===== src/rtl/core/xbr_pkg.sv =====
// Package for the bounded xorshift generator: constants, state type and step function.
`default_nettype none
package xbr_pkg;

  localparam int WORD_W = 64;
  localparam int CNT_W  = $clog2(WORD_W);

  // xorshift shift triple
  localparam int SHIFT_A = 13;
  localparam int SHIFT_B = 7;
  localparam int SHIFT_C = 17;

  // request codes
  localparam logic CMD_RAW   = 1'b0;
  localparam logic CMD_RANGE = 1'b1;

  typedef enum logic [2:0] {
    ST_IDLE,
    ST_THRESH,
    ST_DRAW,
    ST_MOD,
    ST_FINISH
  } st_t;

  // one generator step
  function automatic logic [WORD_W-1:0] xs_step(input logic [WORD_W-1:0] s);
    logic [WORD_W-1:0] x;
    x = s;
    x = x ^ (x << SHIFT_A);
    x = x ^ (x >> SHIFT_B);
    x = x ^ (x << SHIFT_C);
    return x;
  endfunction

endpackage
`default_nettype wire


===== src/rtl/core/xorshift64_bounded_random.sv =====
// Top level: xorshift64 generator with rejection-based range reduction.
//
// Requests arrive on in_valid/in_stall with cmd, low_bound and high_bound;
// results leave on out_valid/out_stall with value. A request is taken when
// valid is high and stall low. One request is worked on at a time; in_stall
// is high from acceptance until the result sits in the output register.
// Raw draw (cmd 0): the generator steps at acceptance and value is loaded in ST_FINISH.
// Range draw (cmd 1): bounds are swapped if reversed; an empty span answers
// low_bound with the same timing as a raw draw. Otherwise a radix-2 restoring
// divider, one quotient bit per cycle, works out the rejection threshold in
// ST_THRESH, then one draw per cycle in ST_DRAW until a draw is not below it,
// then the draw modulo span in ST_MOD; value is loaded in ST_FINISH and the
// state returns to ST_IDLE for the next request.
// The output register holds a finished result while out_stall is high; the
// next request is taken only once that result has moved to the output.
// Writing seed (seed_we) loads the state, a zero seed loading one; the user
// must write it only while idle; the block does not enforce it. Synchronous
// reset rst clears the control state and sets the generator state to one.
`default_nettype none
module xorshift64_bounded_random
  import xbr_pkg::*;
(
  input  wire logic              clk,
  input  wire logic              rst,
  input  wire logic              seed_we,
  input  wire logic [WORD_W-1:0] seed,
  input  wire logic              in_valid,
  output logic                   in_stall,
  input  wire logic              cmd,
  input  wire logic [WORD_W-1:0] low_bound,
  input  wire logic [WORD_W-1:0] high_bound,
  output logic                   out_valid,
  input  wire logic              out_stall,
  output logic [WORD_W-1:0]      value
);

  st_t               state, state_next;
  logic [WORD_W-1:0] gen;
  logic [WORD_W-1:0] gen_step;
  logic [WORD_W-1:0] lo, span, thresh, res;
  logic [WORD_W-1:0] dq, rem;
  logic [CNT_W-1:0]  cnt;

  // request decode
  logic              accept;
  logic              swap;
  logic [WORD_W-1:0] lo_in, span_in;
  logic              out_free;
  logic              draw_ok;

  assign gen_step = xs_step(gen);
  assign swap     = high_bound < low_bound;
  assign lo_in    = swap ? high_bound : low_bound;
  assign span_in  = swap ? (low_bound - high_bound) : (high_bound - low_bound);
  assign out_free = !out_valid || !out_stall;
  assign draw_ok  = gen_step >= thresh;

  // divider step: shift one dividend bit into the remainder
  logic [WORD_W:0]   rem_sh, rem_diff;
  logic [WORD_W-1:0] rem_next;
  logic              cnt_last;

  assign rem_sh   = {rem, dq[WORD_W-1]};
  assign rem_diff = rem_sh - {1'b0, span};
  assign rem_next = rem_diff[WORD_W] ? rem_sh[WORD_W-1:0] : rem_diff[WORD_W-1:0];
  assign cnt_last = cnt == {CNT_W{1'b1}};

  // next state
  always_comb begin
    state_next = state;
    case (state)
      ST_IDLE: begin
        if (in_valid) begin
          if (cmd == CMD_RANGE && span_in != '0) state_next = ST_THRESH;
          else                                   state_next = ST_FINISH;
        end
      end
      ST_THRESH: if (cnt_last) state_next = ST_DRAW;
      ST_DRAW:   if (draw_ok) state_next = ST_MOD;
      ST_MOD:    if (cnt_last) state_next = ST_FINISH;
      ST_FINISH: if (out_free) state_next = ST_IDLE;
      default:   state_next = ST_IDLE;
    endcase
  end

  // handshake outputs
  always_comb begin
    in_stall = 1'b1;
    accept   = 1'b0;
    case (state)
      ST_IDLE: begin
        in_stall = 1'b0;
        accept   = in_valid;
      end
      default: in_stall = 1'b1;
    endcase
  end

  // control registers
  always_ff @(posedge clk) begin
    if (rst) begin
      state     <= ST_IDLE;
      out_valid <= 1'b0;
      gen       <= {{(WORD_W-1){1'b0}}, 1'b1};
    end else begin
      state <= state_next;
      if (state == ST_FINISH && out_free) out_valid <= 1'b1;
      else if (!out_stall)                out_valid <= 1'b0;
      if (seed_we) begin
        gen <= (seed != '0) ? seed : {{(WORD_W-1){1'b0}}, 1'b1};
      end else if ((accept && cmd == CMD_RAW) || state == ST_DRAW) begin
        gen <= gen_step;
      end
    end
  end

  // datapath registers
  always_ff @(posedge clk) begin
    case (state)
      ST_IDLE: begin
        lo   <= lo_in;
        span <= span_in;
        dq   <= '0 - span_in;
        rem  <= '0;
        cnt  <= '0;
        res  <= (cmd == CMD_RAW) ? gen_step : lo_in;
      end
      ST_THRESH: begin
        dq  <= {dq[WORD_W-2:0], 1'b0};
        rem <= rem_next;
        cnt <= cnt + 1'b1;
        if (cnt_last) thresh <= rem_next;
      end
      ST_DRAW: begin
        dq  <= gen_step;
        rem <= '0;
        cnt <= '0;
      end
      ST_MOD: begin
        dq  <= {dq[WORD_W-2:0], 1'b0};
        rem <= rem_next;
        cnt <= cnt + 1'b1;
        if (cnt_last) res <= rem_next + lo;
      end
      ST_FINISH: if (out_free) value <= res;
      default: ;
    endcase
  end

  // checks
  a_gen_nonzero: assert property (@(posedge clk) disable iff (rst) gen != '0)
    else $error("generator state reached zero");
  a_rem_below_span: assert property (@(posedge clk) disable iff (rst)
    (state == ST_THRESH || state == ST_MOD) && cnt != '0 |-> rem < span)
    else $error("divider remainder not below span");
  a_draw_kept: assert property (@(posedge clk) disable iff (rst)
    state == ST_DRAW && state_next == ST_MOD |=> dq >= thresh)
    else $error("rejected draw passed to reduction");
  a_finish_hold: assert property (@(posedge clk) disable iff (rst)
    state == ST_FINISH && out_valid && out_stall |=> state == ST_FINISH)
    else $error("result dropped while output stalled");

endmodule
`default_nettype wire

===== config.mk =====
export PLATFORM = sky130hd
export DESIGN_NAME = xorshift64_bounded_random
export DESIGN_NICKNAME = d
export VERILOG_FILES = /design/src/rtl/core/xbr_pkg.sv /design/src/rtl/core/xorshift64_bounded_random.sv
export SDC_FILE = /design/constraint.sdc
export NUM_CORES = 2
export LEC_CHECK = 0
export ABC_AREA = 1
export BUFFER_PORTS_ARGS = -buffer_cell sky130_fd_sc_hd__buf_2
export CELL_PAD_IN_SITES_DETAIL_PLACEMENT = 1
export CELL_PAD_IN_SITES_GLOBAL_PLACEMENT = 2
export CORE_ASPECT_RATIO = 1.4
export CORE_MARGIN = 2
export CORE_UTILIZATION = 36
export CTS_CLUSTER_DIAMETER = 40
export CTS_CLUSTER_SIZE = 8
export DETAILED_ROUTE_END_ITERATION = 16
export PLACE_DENSITY_LB_ADDON = 0.1
export REMOVE_ABC_BUFFERS = 1
export SLEW_MARGIN = 30
export SYNTH_ARGS = -nofsm -noshare
export SYNTH_HDL_FRONTEND = slang
export SYNTH_SLANG_ARGS = --single-unit
export TNS_END_PERCENT = 20

===== constraint.sdc =====
create_clock -name clk -period 11.7 [get_ports clk]
set_input_delay 1.17 -clock clk [delete_from_list [all_inputs] [get_ports clk]]
set_output_delay 1.17 -clock clk [all_outputs]
set_load 0.005 [all_outputs]

-- Word level (Yosys, flattened, before mapping)
Index checks and enable logic that the tools add are counted.
- divide/modulo/power cells: 0
- equality and inequality tests: 11
- multiply operators: 0
- $add $sub $neg: 6
- muxes and demuxes: 23
- bitwise gates (word level): 4
- $lt $le $gt $ge: 2
- shift-type cells: 0
- reductions and logical operators: 20
- operator list (kind ; count):
    two-way mux 64 bit ; 8
    case mux 64 bit (2 select lines) ; 2
    case mux 64 bit (3 select lines) ; 1
    nonzero test 64 bit ; 2
    subtractor 64 bit ; 2
    bitwise XOR 64 bit ; 2
    subtractor 65 x 64 -> 65 bit ; 1
    adder 64 bit ; 1
    greater-or-equal comparator 64 bit ; 1
    < comparator 64 bit ; 1
    subtractor 1 x 64 -> 64 bit, first input constant ; 1
    bitwise XOR 64 x 57 -> 64 bit ; 1
    two-way mux 3 bit ; 6
    case mux 3 bit (5 select lines) ; 1
    case mux 6 bit (2 select lines) ; 1
    != test 2 bit, second input constant ; 5
    adder 6 x 1 -> 6 bit, second input constant ; 1
    == test 3 x 2 -> 1 bit, second input constant ; 2
    == test 6 bit, second input constant ; 1
    AND reduction 2 bit ; 3
    nonzero test 2 bit ; 3
    AND reduction 5 bit ; 1
    two-way mux 1 bit ; 4
    OR reduction 2 bit ; 2
    9 further kinds ; 13
- register bits: 522
- bits in latches: 0
- logic and storage cells: 77
- input bits: 198
- bits in read-only memories: 0
- memories: 0
- memory bits (writable): 0
- output and inout port bits: 66

-- Longest topological paths before layout
- depth after elaboration: 7
- mapped depth: 39
- depth with buffers taken out: 37

-- Least setup slack after synthesis
No wires, ideal clock.
- path type: register to register
- start point: register state[1]
- end point: register res[0] (enable)
- path slack: 1.873 ns
- cell stages (with the launch flop): 6
- data required time: 11.126 ns
- library setup time: 0.574 ns
- clock period less this slack: 9.827 ns
- buffers on the path: 0
- arrival: 9.253 ns
- cells stage by stage: dfxtp_1 nor2_1 inv_1 nor2_1 inv_1 o21ai_0
- longest elaborated chain between the ends: 3
- elaborated cells on any way between the ends: 5
- those cells by class: eq/ne: 2; reduce/logical: 3
- ends and longest elaborated chain (element ; line ; RTL):
    from (decl) ; xorshift64_bounded_random.sv:37 ; st_t state, state_next;
    from (signal assigned) ; xorshift64_bounded_random.sv:106 ; state <= state_next;
    == test 3 x 2 -> 1 bit or logical NOT 3 bit (tied branches) ; xorshift64_bounded_random.sv:119 ; case (state)
    != test 2 bit (no source line) or nonzero test 2 bit (tied branches) ; -- ;
    AND reduction 2 bit (no source line) (*) ; -- ;
    to (signal assigned) ; xorshift64_bounded_random.sv:126 ; res <= (cmd == CMD_RAW) ? gen_step : lo_in;
    to (signal assigned) ; xorshift64_bounded_random.sv:143 ; if (cnt_last) res <= rem_next + lo;
    to (decl) ; xorshift64_bounded_random.sv:40 ; logic [WORD_W-1:0] lo, span, thresh, res;
Mark *: on every way between the ends. The rest lies on a longest branch, timed or not.
A chain may end at the register's enable or synchronous reset.

-- Final worst setup path
- start point: register span[0]
- end point: register res[50], data pin
- longest elaborated chain between the ends: 5
- ends and longest elaborated chain (element ; line ; RTL):
    from (decl) ; xorshift64_bounded_random.sv:40 ;
    from (signal assigned) ; xorshift64_bounded_random.sv:122 ; span <= span_in;
    subtractor 65 x 64 -> 65 bit ; xorshift64_bounded_random.sv:64 ; assign rem_diff = rem_sh - {1'b0, span};
    two-way mux 64 bit ; xorshift64_bounded_random.sv:65 ; assign rem_next = rem_diff[WORD_W] ? rem_sh[WORD_W-1:0] : rem_diff[WORD_W-1:0];
    net rem_next[9] ; xorshift64_bounded_random.sv:60 ; logic [WORD_W-1:0] rem_next;
    adder 64 bit ; xorshift64_bounded_random.sv:143 ;
    two-way mux 64 bit ; xorshift64_bounded_random.sv:143 ;
    case mux 64 bit (2 select lines) ; xorshift64_bounded_random.sv:119 ;
The timed path passes the listed nets, and every way through them passes these cells. The select of a mux whose other input is x is not followed.

==> summary.txt <==
GRT
  • Number of global-route vias before repair: 49100
  • First-pass GRT wire length: about 330 mm
  • Initial antenna violation count: 9
  • Total global routing overflow: 0
  • Tot GR Track Use: between 30% and 40%
  • Largest net degree at the start of global routing: around 130

STA
  • Setup TNS: 0 ns
  • Slew headroom: 24.8%
  • Final Hold Vio Count: 0
  • Final setup vio count: 0
  • Clock skew: 0.0371 ns
  • Hold WS: 0.408 ns
  • RSZ-0062 raised after global routing: false
  • Worst Max-Slew Pin Slew: ~1.1 ns
  • Period Utilization, post-route: 70.2%
  • Fmax: 122 MHz
  • Slew Viols, Final: 0
  • Final min period: 8.21 ns

Detailed routing
  • Antenna viol nets, final: 0
  • DRT Pass-1 Iters: 5
  • Iteration-0 DRC Markers: 3321
  • Final WL: 233 mm
  • Vias: 47300
  • DR WL/cell: 26.2 microns
  • DRC: 0
  • Routed vias/inst: 5.34

Placed design
  • Cell count after placement: between 8000 and 9000
  • IO buf count: 263
  • Placed inst area: ~50000 sq um
  • Post-DP HPWL: 198 mm
  • GPL Wtd Cong: approximately 1.0

Power
  • PwrDens: 340 nW/um^2
  • VDD IR max: 0.000289 V
  • Pleak: approximately 0.026 uW

Clock tree
  • Root buf cell: clkbuf_16
  • Clock Pin Slew Worst Setup and Hold Paths: approximately 0.050 ns
  • Cts repair resizes: 0
  • Clk_lat worst skew: 0.71 ns
  • Sink Count: 522
  • TritonCTS Buffers: 87
  • CTS tree: yes
  • Post-CTS Setup Inserts: 0
  • H-tree levels: 3
  • CTS Buffer Depth: 3
  • CTS Hold Bufs: 0

Synth
  • Share of the synthesized area in the top cell type: 29.3%
  • Area leader, netlist: edfxtp_1
  • Top-count cell post-synth: nand2_1
  • Seq/Total Area, Yosys: 32.2%
  • Yosys Warn Count: 0
  • Synthesized area per cell: 6.79 sq um
  • Yosys cell types: 64
  • Mapped Cells: roughly 7000
  • Synthesized flop and latch total: 522
  • Ys flop type: edfxtp_1
  • Post-synth top cells: nand2_1, inv_1, nor2_1, edfxtp_1, o21ai_0
  • Mapped Area: 46500 sq um
  • EDFF count, synth: 454
  • FFs w/ async S/R, synth: 0%
  • Synth area leaders: edfxtp_1, nand2_1, inv_1

Floorplan
  • Rows: 156
  • Top Ports: 264
  • Die W: 308 microns
  • Initial Util: 36.2%
  • Die area: around 130000 sq um
  • Die height: 429 microns
  • Core ar.: 129000 sq um

Layout
  • Layout Cells excl Fill: 8867
  • Post-route cell area: 52800 sq um
  • Area grow syn2layout: 13.4%
  • # nets final: 7665
  • Share of cells above drive strength 1: 8.62%

Critical path
  • Slowest-stage cell, CP: a21boi_0
  • CP Class: reg -> reg
  • Critical path arrival: 8.64 ns
  • Worst EP required: 12.13 ns
  • CP most frequent cell: o21ai_0
  • Critical path launch point type: register
  • Crit-path max FO: 74
  • Max incr delay on CP: 0.87 ns
  • Crit end category: register

Worst hold path
  • Hold Path Class: reg -> reg

Run
  • Max Cap Viol: 0

Run status
  • Status: completed
-- metrics by stage --
stage	util, %	power, uW	worst slack [ns]
floorplan	-	9980	1.69
global placement	38.9	15200	3.73
detailed placement	38.9	15300	3.57
CTS	41.0	17900	3.53
global route	41.0	19000	2.99
finish	41.0	18000	3.49
-- cells in the final DEF (no fill, tap or decap), drive strengths merged, types with 5 or more instances in the layout --
cell     instances
dfxtp           68
nor4            25
a21o            13
clkbuf         121
or2             40
nand3b           7
o21ai          436
xor2           115
a31oi           59
o221ai          19
inv           1356
a21boi          14
nand2         2053
bufinv           5
o22ai           12
o2111ai          8
o2bb2ai          5
clkinv          20
buf            343
a211oi           7
o21bai          31
o211ai         123
a22o             5
ha             320
edfxtp         454
nand4           60
xnor2          167
a21oi          409
and2             8
nor3            60
o21a            16
nand3          260
nor2           544
-- per-layer routing --
| layer | vias up | GRT usage, % | wire length [microns] |
|---|---|---|---|
| met1 | 23100 | 40.7 | 92900 |
| met2 | 1278 | 60.9 | 114000 |
| met5 | - | 0 | 9 |
| met4 | 2 | 20.4 | 15800 |
| met3 | 443 | 3.37 | 9920 |
| li1 | 22500 | - | - |
-- layout make-up --
type / instances / area, sq um
Tap cell: 1659 / 2080
Antenna cell: 4 / 10.0
Fill cell: 16600 / 75800
Clock inverter: 29 / 387
Clock buffer: 121 / 2390
Inverter: 1355 / 5090
Multi-Input combinational cell: 4834 / 25900
Sequential cell: 522 / 15000
Timing Repair Buffer: 343 / 1930
-- power by group --
group          internal (uW)  switching [uW]  total, uW
clock                   1540            1000       2540
sequential              3140             412       3550
combinational           3340            8520      11900
total                   8020            9930      18000
-- registers in the layout, summed over array words and instances, names as in the netlist --
register   cells
dq            64
gen           64
lo            64
rem           64
res           64
span          64
thresh        64
value         64
cnt            6
state          3
out_valid      1
-- logic make-up (layout without fill, tap and decap cells) --
kind of cell,after synthesis,in the layout,synth area share [%]
simple gates,3061,3061,27.1
other cells,0,4,0
buf+inv,1500,1848,12.3
flops,522,522,32.2
xor+xnor,282,282,5.31
fa+ha+maj,324,324,8.78
compound gates,1167,1167,14.3
-- worst max-delay path, delay by kind of cell (launching register included) --
kind                       cells  cell delay [ns]
AOI/OAI and AO/OA             15             4.22
buffers and inverters          4             1.35
adders and majority gates      3             1.09
and+or+nand+nor                8             0.89
DFF                            1             0.37
-- path summary, 6_finish.rpt --
check / slack (ns) / to / cells past startpoint / from
setup / recovery: 3.49 / res[50]$_DFFE_PP_ / 30 / span[0]$_DFFE_PP_
hold / removal: 0.41 / value[33]$_DFFE_PP_ / 0 / res[33]$_DFFE_PP_
setup reg to reg: 3.49 / res[50]$_DFFE_PP_ / 30 / span[0]$_DFFE_PP_
hold reg to reg: 0.41 / value[33]$_DFFE_PP_ / 0 / res[33]$_DFFE_PP_
No activity file was read; power rests on OpenSTA's default activity.
